## config.mk

```make
export PLATFORM = sky130hd
export DESIGN_NAME = mlfqrq_prio_cell
export DESIGN_NICKNAME = d
export VERILOG_FILES = /design/src/sv/mlfqrq_pkg.sv /design/src/sv/mlfqrq_prio_cell.sv
export SDC_FILE = /design/constraint.sdc
export NUM_CORES = 1
export LEC_CHECK = 0
export BUFFER_PORTS_ARGS = -buffer_cell sky130_fd_sc_hd__buf_2
export CORE_MARGIN = 2
export CORE_UTILIZATION = 47
export DETAILED_ROUTE_END_ITERATION = 7
export PLACE_DENSITY = 0.91
export SETUP_SLACK_MARGIN = 0.05
export SYNTH_ARGS = -nofsm -noshare
export SYNTH_HDL_FRONTEND = slang
export SYNTH_SLANG_ARGS = --single-unit
```

## constraint.sdc

```tcl
create_clock -name aclk -period 3.8 [get_ports aclk]
set_clock_uncertainty 0.1 [all_clocks]
set_input_delay 0.76 -clock aclk [delete_from_list [all_inputs] [get_ports aclk]]
set_output_delay 0.76 -clock aclk [all_outputs]
set_load 0.05 [all_outputs]
```

## src/sv/mlfqrq_pkg.sv

```systemverilog
// ============================================================================
// mlfqrq_pkg
// Types and constants of the multilevel ready-queue scheduler.
// ============================================================================
`default_nettype none
package mlfqrq_pkg;

    localparam int DEF_NUM_SLOTS = 64;
    localparam logic [9:0] AGING_PERIOD_RESET = 10'd50;

    localparam logic [1:0] OP_ENQUEUE = 2'd0;
    localparam logic [1:0] OP_DEQUEUE = 2'd1;
    localparam logic [1:0] OP_TICK    = 2'd2;

    localparam logic REG_MODE   = 1'b0;
    localparam logic REG_PERIOD = 1'b1;

    localparam logic [1:0] LEVEL_0 = 2'd0;
    localparam logic [1:0] LEVEL_1 = 2'd1;
    localparam logic [1:0] LEVEL_2 = 2'd2;

    typedef enum logic [1:0] {
        ST_IDLE,
        ST_AGE_L1,
        ST_AGE_L2
    } state_t;

    typedef struct packed {
        logic ins;
        logic pop;
    } chain_ctl_t;

    typedef struct packed {
        logic [1:0]  prio;
        logic [15:0] pid;
    } prio_key_t;

endpackage
`default_nettype wire

```

## src/sv/mlfqrq_prio_cell.sv

```systemverilog
// ============================================================================
// mlfqrq_prio_cell
// One cell of the sorted level 2 chain; cell 0 holds the entry served next.
// ============================================================================
`default_nettype none
module mlfqrq_prio_cell
    import mlfqrq_pkg::*;
#(
    parameter int SW = 6
) (
    input  wire logic          aclk,
    input  wire logic          aresetn,
    input  wire chain_ctl_t    ctl,
    input  wire prio_key_t     new_key,
    input  wire logic [SW-1:0] new_slot,
    input  wire prio_key_t     prev_key,
    input  wire logic [SW-1:0] prev_slot,
    input  wire logic          prev_valid,
    input  wire logic          prev_better,
    input  wire prio_key_t     next_key,
    input  wire logic [SW-1:0] next_slot,
    input  wire logic          next_valid,
    output prio_key_t          key_q,
    output logic [SW-1:0]      slot_q,
    output logic               valid_q,
    output logic               better
);

    prio_key_t     key_reg, key_next;
    logic [SW-1:0] slot_reg, slot_next;
    logic          valid_reg, valid_next;

    // An equal key is not better, so the newer entry lands in front of it.
    assign better = valid_reg && ((key_reg.prio > new_key.prio) ||
                    ((key_reg.prio == new_key.prio) && (key_reg.pid < new_key.pid)));

    always_comb begin
        key_next   = key_reg;
        slot_next  = slot_reg;
        valid_next = valid_reg;
        if (ctl.pop) begin
            key_next   = next_key;
            slot_next  = next_slot;
            valid_next = next_valid;
        end else if (ctl.ins && !better) begin
            if (prev_better) begin
                key_next   = new_key;
                slot_next  = new_slot;
                valid_next = 1'b1;
            end else begin
                key_next   = prev_key;
                slot_next  = prev_slot;
                valid_next = prev_valid;
            end
        end
    end

    always_ff @(posedge aclk) begin
        if (!aresetn) begin
            valid_reg <= 1'b0;
        end else begin
            valid_reg <= valid_next;
        end
        key_reg  <= key_next;
        slot_reg <= slot_next;
    end

    assign key_q   = key_reg;
    assign slot_q  = slot_reg;
    assign valid_q = valid_reg;

endmodule
`default_nettype wire

```

==> impl_metrics.py <==
metrics = {
    "status": {
        "status": "finished clean",
    },
    "cts": {
        "cts_resized": 0,
        "clockBufferDepth": 2,
        "cts-buffers-inserted": 3,
        "cts.clk_slew.worst_paths_ps": 90,
        "cts_tree": "yes",
        "h-tree-depth": 1,
        "cts-root-buf": "clkbuf_8",
        "cts_hold_buffers": 0,
        "postCtsSetupRepairBufs": 0,
        "insertion_delay_ps": 270,
        "cts_sinks": 25,
    },
    "timing": {
        "finalHoldViolations": 0,
        "min_period_ps": 3186,
        "max_slew_margin": 0.5082,
        "setup_tns_ps": 0,
        "rsz0062_at_grt": "no",
        "fin_crit_sh": 0.8384,
        "setup_viol": 0,
        "tightest_slew_ps": 737.7,
        "drv_slew": 0,
        "timing.fmax_mhz": 313.9,
    },
    "floorplan": {
        "num_rows": 22,
        "dieArea_sq_mm": 0.004240,
        "start_util": 0.4831,
        "io_pins": 105,
        "core-area_sq_mm": 0.003633,
        "die_h_microns": 65.12,
        "dieWidth_microns": 65.12,
    },
    "global_routing": {
        "grt_max_degree": 43,
        "grt_pass1_wl_mm": 6.734,
        "grt_pass1_vias": 1636,
        "grt_use_total": 0.2041,
        "antenna_found_initial": 0,
        "gr-total-overflow": 0,
    },
    "power": {
        "p_leak_nw": 1.228,
        "totalPowerFinal_w": 0.0008638,
        "vdd_drop_max_mv": 0.1925,
        "pwr_density_cell_mw_per_mm2": 366.6,
    },
    "setup_path": {
        "cpMaxStageDelayCell": "ha_1",
        "crit_path_frequent_cell": "buf_2",
        "path_max_fanout": 2,
        "crit_chain": "buf_2 -> inv_1 -> ha_1 -> a211o_1 -> a31oi_1 -> o21a_2 -> o21ai_0 -> a21oi_1 -> buf_2",
        "cp-end-kind": "output pin",
        "worstSetupPathType": "input port to output pin",
        "worst-r2r-setup-slack_ps": 1650,
        "max_stage_delay_ps": 290,
        "worstSetupStartpointType": "input port",
        "arrival_ps": 2330,
        "critPathRequiredTime_ps": 2940,
    },
    "yosys": {
        "syn_area_sq_mm": 0.001755,
        "synth_edf_count": 24,
        "async_flop_share": 0,
        "ys_types": 29,
        "syn_nets": 271,
        "yosysWarnings": 0,
        "syn_avg_cell_area_sq_um": 10.03,
        "seq_area_frac_synth": 0.4220,
        "yosys_register_bits": 25,
        "netlist_instances": 175,
        "ys.flop_type": "edfxtp_1",
    },
    "placed_design": {
        "dp.cells": 320,
        "dpl.hpwl_mm": 3.335,
        "gp_congestion": 0.7064,
        "portBuffers": 104,
    },
    "routing": {
        "vias": 1628,
        "vias_per_cell": 5.025,
        "wirelength_mm": 4.081,
        "first_pass_iters": 4,
        "wl_per_cell_microns": 12.60,
        "ant_nets": 0,
        "drc_errors": 0,
        "drt_iter0_markers": 39,
    },
    "worst_hold_path": {
        "hold_class": "register to register",
    },
    "final_layout": {
        "diodes": 0,
        "final_common_cell": "buf_2",
        "final_cell_mix": "buf_2, o21ai_0, nand2_1",
        "area_growth_pct": 34.21,
        "nets": 373,
        "drive_above_1_share": 0.4203,
        "stdcell_count": 324,
        "nFillCells": 338,
    },
    "job": {
        "drv_cap": 0,
    },
}
-- kinds of logic after synthesis --
family,synth area share
AO/OA/AOI/OAI,0.1547
buffers and inverters,0.05559
multiplexers,0.1426
adder cells (fa/ha/maj),0.1212
AND/OR/NAND/NOR,0.1041
flip-flops,0.4220
-- state kept, by name, indices dropped and copies added, names as in the netlist --
name and flops:
key_q 18, slot_q 6, valid_q 1
-- per-stage QoR --
| stage | util | instance area [sq um] | worst slack (ps) | hold slack (ps) |
|---|---|---|---|---|
| 6_report | 0.6484 | 2356 | 614.2 | 406.2 |
| 4_1_cts | 0.6484 | 2356 | 593.4 | 412.4 |
| 2_1_floorplan | - | 1755 | 423.7 | 588.2 |
| 3_3_place_gp | 0.6357 | 2310 | 610.2 | 395.9 |
| 5_1_grt | 0.6484 | 2356 | 467.7 | 445.3 |
| 3_5_place_dp | 0.6357 | 2310 | 602.2 | 393.0 |
-- report_power, final --
group / internal (W) / total [W] / switching [W]
Clock: 0.0000736 / 0.000163 / 0.0000898
Combinational: 0.000110 / 0.000339 / 0.000228
Sequential: 0.000346 / 0.000362 / 0.0000157
Total: 0.000530 / 0.000864 / 0.000334
-- metal layers --
metal  up-vias  part of all wire  GRT usage
met3         5             0.077    0.04795
met5         -                 0          0
met1       722              0.40     0.2126
li1        836                 -          -
met2        65              0.51     0.4008
met4         0             0.013    0.06250
-- path summary, 6_finish.rpt --
path | depth (start not counted) | from | to
worst min register to register | 2 | valid_q | valid_q
worst min-delay path | 2 | valid_q | valid_q
worst max-delay path | 9 | new_key[2] | better
worst max register to register | 6 | key_q[14] | key_q[9]
-- cell type report --
class | count | area, sq um | area share
sequential | 25 | 740.7 | 0.3144
tap | 48 | 60.06 | 0.02549
clock buffer | 3 | 41.29 | 0.01753
clock inverter | 1 | 5.005 | 0.002124
inverter | 17 | 63.81 | 0.02708
timing repair buffer | 105 | 528.0 | 0.2241
multi-input combinational | 125 | 917.1 | 0.3893
-- critical path, delay by kind of cell --
| family | cells | cell delay, ps |
|---|---|---|
| compound gates | 5 | 870 |
| fa+ha+maj | 1 | 290 |
| buf+inv | 3 | 410 |
-- cell usage after synthesis, types with 2 or more instances --
library cell / n / area share
ha_1: 17 / 0.12
mux2i_1: 25 / 0.14
nand2b_1: 2 / 0.0071
inv_1: 17 / 0.036
nor2_1: 4 / 0.0086
buf_2: 3 / 0.0086
o211ai_2: 2 / 0.014
clkbuf_1: 5 / 0.011
o21ai_0: 28 / 0.080
edfxtp_1: 24 / 0.41
nand2_1: 26 / 0.056
a21oi_1: 3 / 0.0086
nor3_1: 2 / 0.0057
nor3_2: 2 / 0.011
No activity file was read; power rests on OpenSTA's default activity.
