--- config.mk ---
export PLATFORM = sky130hd
export DESIGN_NAME = mlfqrq_fifo_cell
export DESIGN_NICKNAME = d
export VERILOG_FILES = /design/src/sv/mlfqrq_pkg.sv /design/src/sv/mlfqrq_fifo_cell.sv
export SDC_FILE = /design/constraint.sdc
export NUM_CORES = 1
export LEC_CHECK = 0
export BUFFER_PORTS_ARGS = -buffer_cell sky130_fd_sc_hd__buf_2
export CAP_MARGIN = 20
export CORE_AREA = 2 2 39 41
export CTS_CLUSTER_SIZE = 12
export DETAILED_ROUTE_END_ITERATION = 7
export DIE_AREA = 0 0 41 43
export PLACE_DENSITY = 0.57
export SYNTH_ARGS = -nofsm -noshare
export SYNTH_HDL_FRONTEND = slang
export SYNTH_SLANG_ARGS = --single-unit
--- constraint.sdc ---
create_clock -name aclk -period 1 [get_ports aclk]
set_clock_uncertainty 0.1 [all_clocks]
set_input_delay 0.1 -clock aclk [delete_from_list [all_inputs] [get_ports aclk]]
set_output_delay 0.1 -clock aclk [all_outputs]
set_load 0.005 [all_outputs]
--- src/sv/mlfqrq_pkg.sv ---
// ============================================================================
// mlfqrq_pkg
// Types and constants of the multilevel ready-queue scheduler.
// ============================================================================
`default_nettype none
package mlfqrq_pkg;

    localparam int DEF_NUM_SLOTS = 64;
    localparam logic [9:0] AGING_PERIOD_RESET = 10'd50;

    localparam logic [1:0] OP_ENQUEUE = 2'd0;
    localparam logic [1:0] OP_DEQUEUE = 2'd1;
    localparam logic [1:0] OP_TICK    = 2'd2;

    localparam logic REG_MODE   = 1'b0;
    localparam logic REG_PERIOD = 1'b1;

    localparam logic [1:0] LEVEL_0 = 2'd0;
    localparam logic [1:0] LEVEL_1 = 2'd1;
    localparam logic [1:0] LEVEL_2 = 2'd2;

    typedef enum logic [1:0] {
        ST_IDLE,
        ST_AGE_L1,
        ST_AGE_L2
    } state_t;

    typedef struct packed {
        logic ins;
        logic pop;
    } chain_ctl_t;

    typedef struct packed {
        logic [1:0]  prio;
        logic [15:0] pid;
    } prio_key_t;

endpackage
`default_nettype wire

--- src/sv/mlfqrq_fifo_cell.sv ---
// ============================================================================
// mlfqrq_fifo_cell
// One cell of a shift-out FIFO: loads a pushed slot or takes its upper neighbor on pop.
// ============================================================================
`default_nettype none
module mlfqrq_fifo_cell
    import mlfqrq_pkg::*;
#(
    parameter int SW = 6
) (
    input  wire logic          aclk,
    input  wire chain_ctl_t    ctl,
    input  wire logic [SW-1:0] new_slot,
    input  wire logic [SW-1:0] next_slot,
    output logic [SW-1:0]      slot_q
);

    logic [SW-1:0] slot_reg;
    logic [SW-1:0] slot_next;

    always_comb begin
        slot_next = slot_reg;
        if (ctl.pop) begin
            slot_next = next_slot;
        end else if (ctl.ins) begin
            slot_next = new_slot;
        end
    end

    always_ff @(posedge aclk) begin
        slot_reg <= slot_next;
    end

    assign slot_q = slot_reg;

endmodule
`default_nettype wire

==> results of run 1 <==
==> stage by stage <==
| step | hold WS [ns] | power, mW | setup WS (ns) |
|---|---|---|---|
| 6_report | 0.0598 | 0.627 | 0.0803 |
| 5_1_grt | 0.0552 | 0.655 | 0.0496 |
| 4_1_cts | 0.0531 | 0.640 | 0.0649 |
| 3_5_place_dp | 0.305 | 0.421 | 0.00420 |
| 3_3_place_gp | 0.306 | 0.421 | -0.00562 |
| 2_1_floorplan | 0.217 | 0.370 | 0.112 |
==> cell type report <==
type                    instances  area [µm²]  share of cell area [%]
flip-flops and latches          6         180                    43.0
well taps                      16        20.0                    4.78
clock buffers                   3        22.5                    5.37
repair buffers                 20         100                    23.9
multi-input cells               7        96.3                    23.0
==> final timing paths <==
| check | start | endpoint | cells past startpoint |
|---|---|---|---|
| worst max-delay path | slot_q[4] | slot_q[4] | 1 |
| worst min-delay path | new_slot[5] | slot_q[5] | 2 |
==> cell usage in the layout, fill, tap and decap left out <==
master	Yosys	final
buf_2	0	20
clkbuf_4	0	3
edfxtp_1	6	6
mux2_4	6	6
or2_1	1	1
==> logic make-up after synthesis <==
logic type    Yosys count
mux                     6
flops                   6
simple gates            1
buf+inv                 1
==> power by group through the flow <==
stage	clock (mW)	combinational (mW)	sequential (mW)
after floorplan	0	0.0447	0.325
after global placement	0	0.101	0.320
after detailed placement	0	0.101	0.320
after CTS	0.223	0.101	0.316
after global routing	0.229	0.109	0.317
final	0.213	0.0988	0.315
==> routing by layer <==
layer	vias to the layer above	routed length (µm)	global-route usage (%)	share of wire [%]
met4	0	28	12.0	6.1
met2	23	152	7.19	33
met3	4	111	3.66	24
met1	76	165	5.33	36
li1	97	-	-	-
met5	-	0	0	0
==> summary.txt, run 1 <==
Synth Warn #: 0
H-tree levels: 1
Mapped Cells: 14
Die ar.: 0.00176 mm²
post-cts hold buffer count: 0
largest cells by area after synthesis: edfxtp_1 63%, mux2_4 31%, buf_6 3.9%
simple-gate share of the synthesized area: 2.17%
mux cell area share after synthesis: 31.3%
vias per std cell: 3.85
crit start category: flop
P&R area growth vs syn: 45.7%
Synth top cells by count: 6 x edfxtp_1, 6 x mux2_4, 1 x buf_6, 1 x or2_1
Util after Layout: 30.3%
CTS max path bufs: 2
LEAKAGE: 0.205 nW
Initial Util: 20.8%
core area: 0.00138 mm²
CP max FO: 1
CTS resizes: 0
CP endpoint kind: output pin
VDD IR max: 0.353 mV
Max-slew headroom: 84.7%
delay-heaviest family, CP: flip-flops
clk sinks: 6
first-pass GRT wire length: 627 µm
Crit-path slowest cell: edfxtp_1
max frequency: 1.09 GHz
Yosys top cell area share: 62.6%
vias in the first global route: 178
Via Count: 200
Hold WC Path Type: input pin to flop
fin cells: 52
status: complete, no violations
final hold vios: 0
post-synth top area cell: edfxtp_1
setup TNS: 0 ns
Syn Std Cell Area: 288 µm²
# diodes: 0
period utilisation layout: 92.0%
DRT iter0 DRCs: 3
CTS tree: done
count of flip-flops with a built-in enable after synthesis: 6
critical path type: flop to output pin
synthesized flop and latch total: 6
Worst-path clk slew: 0.04 ns
design area: 419 µm²
Final nets: 53
max incr delay on CP: 0.35 ns
share of power burned in registers: 50.3%
DIE HEIGHT: 43 µm
Avg Synthesized Cell Area: 20.6 µm²
Seq/Total Area, Yosys: 62.6%
largest net degree at the start of global routing: 8
Synth Area in XOR/XNOR: 0%
complex-gate fraction of the synthesized area: 0%
drt drc: 0
Cell Chain, Critical Path: buf_2
internal power: 0.510 mW
Psw: 0.117 mW
I/O Buffers: 20
Clock power frac: 34.0%
DRT antenna net count: 0
final slew viol count: 0
Final Wtd Congestion: 0.662
CTS buffer count: 3
net switching fraction of the power: 18.7%
Post-synth top flop: edfxtp_1
asr flop ratio synth: 0%
max-cap violation count: 0
synth unique cells: 4
Clk Tree Root Cell: clkbuf_4
Filler Cells Inserted: 150
Adder-Cell Fraction of Synth Area: 0%
RSZ-0062 raised after global routing: false
Slew @ Worst Pin: 0.230 ns
Setup-failing EPs final: 0
syn_nets: 29
largest family of logic cells by synthesized area: multiplexers
wire per inst: 8.79 µm
max reg flops: 6
placed cell area: 397 µm²
P per Cell Area: 1500 mW/mm²
initial antenna violation count: 0
post-CTS setup buffers: 0
row cnt: 14
Worst EP required: 0.80 ns
minimum clock period: 0.920 ns
Inst Count DP: 49
part of the power in combinational logic: 15.7%
# IOs: 21
CP arrival: 0.72 ns
Die X-Extent: 41 µm
share of post-route cells with drive strength above 1: 80.6%
total track usage: 6.50%
worst path bufs/invs: 1
DR pass1 iterations: 2
Congestion Overflow GR: 0
Routed WL: 457 µm
(Power assumes the default switching activity.)
==> inputs of run 2 (changes only) <==
- BUFFER_PORTS_ARGS: -buffer_cell sky130_fd_sc_hd__buf_2 -> -buffer_cell sky130_fd_sc_hd__clkbuf_2
==> run 2 against run 1 <==
Effect of this change: count of clock-buffer cells in the layout stayed put; setup slack better by 0.0070 ns; die area unchanged; non-clock buffer count unchanged; global-route usage up 0.60 points; final cell count did not move.
==> summary.txt, run 2 (same netlist as run 1, synthesis figures left out) <==
Setup WS pre-CTS: -0.0220 ns (was 0.00420 ns)
vias per std cell: 3.73 (was 3.85)
Hold Path Stages: 2 (unchanged)
H-tree levels: 1 (unchanged)
share of post-route cells with drive strength above 1: 80.6% (unchanged)
Slew @ Worst Pin: 0.233 ns (was 0.230 ns)
Clock power frac: 33.8% (was 34.0%)
DR pass1 iterations: 1 (was 2)
Via Count: 194 (was 200)
Cell Chain, Critical Path: clkbuf_2 (was buf_2)
clk sinks: 6 (unchanged)
initial antenna violation count: 0 (unchanged)
setup TNS: 0 ns (unchanged)
Worst-path clk slew: 0.04 ns (about the same)
max incr delay on CP: 0.36 ns (was 0.35 ns)
period utilisation layout: 91.3% (was 92.0%)
Worst Hold Path EP: slot_q[2] (was slot_q[5])
Final nets: 53 (unchanged)
CP arrival: 0.71 ns (was 0.72 ns)
post-route setup slack: 0.0872 ns (was 0.0803 ns)
fin cells: 52 (unchanged)
total power: 0.628 mW (was 0.627 mW)
delay-heaviest family, CP: flip-flops (unchanged)
net switching fraction of the power: 18.8% (was 18.7%)
leading cell types in the layout, fill and taps excluded: 20 x clkbuf_2, 6 x mux2_4, 6 x edfxtp_1 (was 20 x buf_2, 6 x mux2_4, 6 x edfxtp_1)
vias in the first global route: 191 (was 178)
CP max FO: 1 (unchanged)
# IOs: 21 (unchanged)
Routed WL: 459 µm (was 457 µm)
total track usage: 7.10% (was 6.50%)
Register Area: 180 µm² (unchanged)
Hold WC Path Type: input pin to flop (unchanged)
first-pass GRT wire length: 703 µm (was 627 µm)
leading cell type in the layout, fill and taps excluded: clkbuf_2 (was buf_2)
Psw: 0.118 mW (was 0.117 mW)
VDD IR max: 0.417 mV (was 0.353 mV)
DRT iter0 DRCs: 0 (was 3)
part of the power in combinational logic: 15.7% (about the same)
Die X-Extent: 41 µm (unchanged)
post-CTS setup buffers: 0 (unchanged)
crit start category: flop (unchanged)
Inst Count DP: 49 (unchanged)
Worst EP required: 0.80 ns (about the same)
CTS tree: done (unchanged)
core area: 0.00138 mm² (unchanged)
Die ar.: 0.00176 mm² (unchanged)
LEAKAGE: 0.209 nW (was 0.205 nW)
largest net degree at the start of global routing: 8 (unchanged)
Clk Tree Root Cell: clkbuf_4 (unchanged)
Final Wtd Congestion: 0.641 (was 0.662)
CTS max path bufs: 2 (unchanged)
drt drc: 0 (unchanged)
Crit-path slowest cell: edfxtp_1 (unchanged)
row cnt: 14 (unchanged)
final slew viol count: 0 (unchanged)
max-cap violation count: 0 (unchanged)
status: complete, no violations (unchanged)
P per Cell Area: 1500 mW/mm² (about the same)
# diodes: 0 (unchanged)
critical path type: flop to output pin (unchanged)
post-cts hold buffer count: 0 (unchanged)
max frequency: 1.10 GHz (was 1.09 GHz)
CTS resizes: 0 (unchanged)
Congestion Overflow GR: 0 (unchanged)
Filler Cells Inserted: 142 (was 150)
final hold vios: 0 (unchanged)
Initial Util: 20.8% (unchanged)
max reg flops: 6 (unchanged)
Setup-failing EPs final: 0 (unchanged)
Max-slew headroom: 84.4% (was 84.7%)
hold_sp: next_slot[2] (was new_slot[5])
CP endpoint kind: output pin (unchanged)
P&R area growth vs syn: 45.7% (unchanged)
DIE HEIGHT: 43 µm (unchanged)
RSZ-0062 raised after global routing: false (unchanged)
wire per inst: 8.83 µm (was 8.79 µm)
internal power: 0.510 mW (about the same)
minimum clock period: 0.913 ns (was 0.920 ns)
CTS buffer count: 3 (unchanged)
worst path bufs/invs: 1 (unchanged)
share of power burned in registers: 50.5% (was 50.3%)
DRT antenna net count: 0 (unchanged)
I/O Buffers: 20 (unchanged)
multi-input logic area: 96.3 µm² (unchanged)
==> run 2: changes by cell type in the layout (fill, tap and decap cells not counted), sizes merged <==
cell	change
clkbuf	+20
buf	-20
==> run 2: layout make-up <==
type                            instances  area share [%]
Clock buffer                            3            5.37
Tap cell                               16            4.78
Multi-Input combinational cell          7            23.0
Timing Repair Buffer                   20            23.9
Sequential cell                         6            43.0
==> run 2: worst max path at each step <==
stage | start | to | slack (ns) | cells past startpoint
after floorplan | ctl[0] | slot_q[0] | 0.11 | 2
after global placement | ctl[0] | slot_q[2] | -0.02 | 2
after detailed placement | ctl[0] | slot_q[2] | -0.02 | 2
after CTS | slot_q[2] | slot_q[2] | 0.07 | 1
after global routing | slot_q[2] | slot_q[2] | 0.05 | 1
final | slot_q[3] | slot_q[3] | 0.09 | 1
==> run 2: per-layer routing <==
| metal | track usage, % | up-vias | part of all wire [%] | wire length, µm |
|---|---|---|---|---|
| li1 | - | 97 | - | - |
| met5 | 0 | - | 0 | 0 |
| met3 | 4.71 | 0 | 21 | 96 |
| met1 | 7.64 | 76 | 43 | 199 |
| met4 | 10.0 | 0 | 0 | 0 |
| met2 | 7.19 | 21 | 36 | 164 |
==> run 2: per-stage QoR <==
step	utilization [%]	hold slack (ns)	instance area [µm²]
2_1_floorplan	-	0.217	288
3_3_place_gp	28.7	0.307	397
3_5_place_dp	28.7	0.309	397
4_1_cts	30.3	0.0582	419
5_1_grt	30.3	0.0486	419
6_report	30.3	0.0633	419
==> run 2: power groups by stage <==
stage / sequential (mW) / combinational, mW / clock, mW
after global placement: 0.322 / 0.101 / 0
after CTS: 0.318 / 0.101 / 0.220
after global routing: 0.319 / 0.111 / 0.241
after floorplan: 0.325 / 0.0447 / 0
final: 0.317 / 0.0986 / 0.212
after detailed placement: 0.322 / 0.101 / 0
==> inputs of run 3 (changes only) <==
--- a/config.mk
+++ b/config.mk
@@ -8,3 +8,3 @@
 export BUFFER_PORTS_ARGS = -buffer_cell sky130_fd_sc_hd__clkbuf_2
-export CAP_MARGIN = 20
+export CAP_MARGIN = 15
 export CORE_AREA = 2 2 39 41
--- a/constraint.sdc
+++ b/constraint.sdc
@@ -4,2 +4,2 @@
 set_output_delay 0.1 -clock aclk [all_outputs]
-set_load 0.005 [all_outputs]
+set_load 0.05 [all_outputs]
==> run 3 against run 2 <==
Effect of this change: global-route usage up 0.20 points; total power up 22%; sequential power up 1%; non-clock buffer count unchanged; maximum frequency down 8.2%; critical path type unchanged.
==> summary.txt, run 3 (same netlist as run 1, synthesis figures left out) <==
status: complete, no violations (unchanged)
delay-heaviest family, CP: flip-flops (unchanged)
Slew @ Worst Pin: 0.233 ns (unchanged)
met3 Use GR: 4.71% (unchanged)
design area: 472 µm² (was 419 µm²)
Worst-path clk slew: 0.04 ns (about the same)
max frequency: 1.01 GHz (was 1.10 GHz)
# diodes: 0 (unchanged)
wire per inst: 8.71 µm (was 8.83 µm)
worst path bufs/invs: 1 (unchanged)
largest net degree at the start of global routing: 8 (unchanged)
placed cell area: 397 µm² (unchanged)
first-pass GRT wire length: 731 µm (was 703 µm)
I/O Buffers: 20 (unchanged)
period utilisation layout: 99.5% (was 91.3%)
worst hold slack: 0.0633 ns (about the same)
CP max FO: 1 (unchanged)
setup TNS: 0 ns (unchanged)
VDD IR max: 0.460 mV (was 0.417 mV)
vias in the first global route: 200 (was 191)
DR pass1 iterations: 1 (unchanged)
Final nets: 53 (unchanged)
total track usage: 7.30% (was 7.10%)
CP endpoint kind: output pin (unchanged)
P&R area growth vs syn: 63.9% (was 45.7%)
minimum clock period: 0.995 ns (was 0.913 ns)
Congestion Overflow GR: 0 (unchanged)
crit start category: flop (unchanged)
Die ar.: 0.00176 mm² (unchanged)
DRT antenna net count: 0 (unchanged)
clk sinks: 6 (unchanged)
fin cells: 52 (unchanged)
critical path type: flop to output pin (unchanged)
critical path depth: 1 (unchanged)
Max-slew headroom: 84.4% (unchanged)
vias per std cell: 3.73 (unchanged)
DIE HEIGHT: 43 µm (unchanged)
CTS buffer count: 3 (unchanged)
# IOs: 21 (unchanged)
row cnt: 14 (unchanged)
crit path capture: slot_q[2] (was slot_q[3])
met1 Resource Use GR: 7.64% (unchanged)
CTS resizes: 12 (was 0)
final hold vios: 0 (unchanged)
Setup-failing EPs final: 0 (unchanged)
CP arrival: 0.79 ns (was 0.71 ns)
CP startpoint: slot_q[2] (was slot_q[3])
initial antenna violation count: 0 (unchanged)
leading cell type in the layout, fill and taps excluded: clkbuf_2 (unchanged)
Final Wtd Congestion: 0.641 (unchanged)
core area: 0.00138 mm² (unchanged)
share of post-route cells with drive strength above 1: 80.6% (unchanged)
max reg flops: 6 (unchanged)
post-cts hold buffer count: 0 (unchanged)
Cell Chain, Critical Path: clkbuf_8 (was clkbuf_2)
max incr delay on CP: 0.37 ns (was 0.36 ns)
post-CTS setup buffers: 0 (unchanged)
drt drc: 0 (unchanged)
LEAKAGE: 0.227 nW (was 0.209 nW)
Initial Util: 20.8% (unchanged)
GR peak layer: met4 (unchanged)
post-route setup slack: 0.00546 ns (was 0.0872 ns)
Worst EP required: 0.80 ns (about the same)
CTS tree: done (unchanged)
Die X-Extent: 41 µm (unchanged)
Hold WC Path Type: input pin to flop (unchanged)
final slew viol count: 0 (unchanged)
CTS max path bufs: 2 (unchanged)
Routed WL: 453 µm (was 459 µm)
GR Util met2: 7.81% (was 7.19%)
Clk Tree Root Cell: clkbuf_4 (unchanged)
Setup WS pre-CTS: -0.0220 ns (unchanged)
Inst Count DP: 49 (unchanged)
P per Cell Area: 1620 mW/mm² (was 1500 mW/mm²)
Crit-path slowest cell: edfxtp_1 (unchanged)
DRT iter0 DRCs: 0 (unchanged)
leading cell types in the layout, fill and taps excluded: 14 x clkbuf_2, 6 x mux2_4, 6 x clkbuf_8, 6 x edfxtp_1, 3 x clkbuf_4 (was 20 x clkbuf_2, 6 x mux2_4, 6 x edfxtp_1)
RSZ-0062 raised after global routing: true (was false)
Via Count: 194 (unchanged)
Hold Path Stages: 2 (unchanged)
max-cap violation count: 0 (unchanged)
H-tree levels: 1 (unchanged)
Filler Cells Inserted: 132 (was 142)
-- run 3: cell counts in the layout (fill, tap and decap cells not counted) --
No cell type changed its count.
-- run 3: final cells by class --
cell class	count	area, µm²	share of cell area [%]
Sequential cell	6	180	38.2
Tap cell	16	20.0	4.24
Clock buffer	3	22.5	4.77
Timing Repair Buffer	20	153	32.4
Multi-Input combinational cell	7	96.3	20.4
-- run 3: per-layer routing --
layer  routed length, µm  up-vias
met5                   0        -
met1                 193       76
met4                   0        0
met2                 177       21
li1                    -       97
met3                  82        0
-- run 3: where the power goes --
part           leakage, nW  switching, mW  internal (mW)
Combinational        0.152          0.126          0.106
Sequential          0.0611         0.0106          0.311
Clock               0.0138         0.0771          0.135
-- run 3: worst min path at each step --
stage	slack (ns)	startpoint	end
3_5_place_dp	0.31	next_slot[2]	slot_q[2]
3_3_place_gp	0.31	next_slot[0]	slot_q[0]
5_1_grt	0.05	next_slot[2]	slot_q[2]
6_report	0.06	next_slot[2]	slot_q[2]
4_1_cts	0.06	next_slot[2]	slot_q[2]
2_1_floorplan	0.22	next_slot[0]	slot_q[0]
-- run 3: per-stage QoR --
step | power, mW | utilization, %
floorplan | 0.465 | -
global placement | 0.516 | 28.7
detailed placement | 0.516 | 28.7
CTS | 0.777 | 34.1
global route | 0.810 | 34.1
finish | 0.766 | 34.1
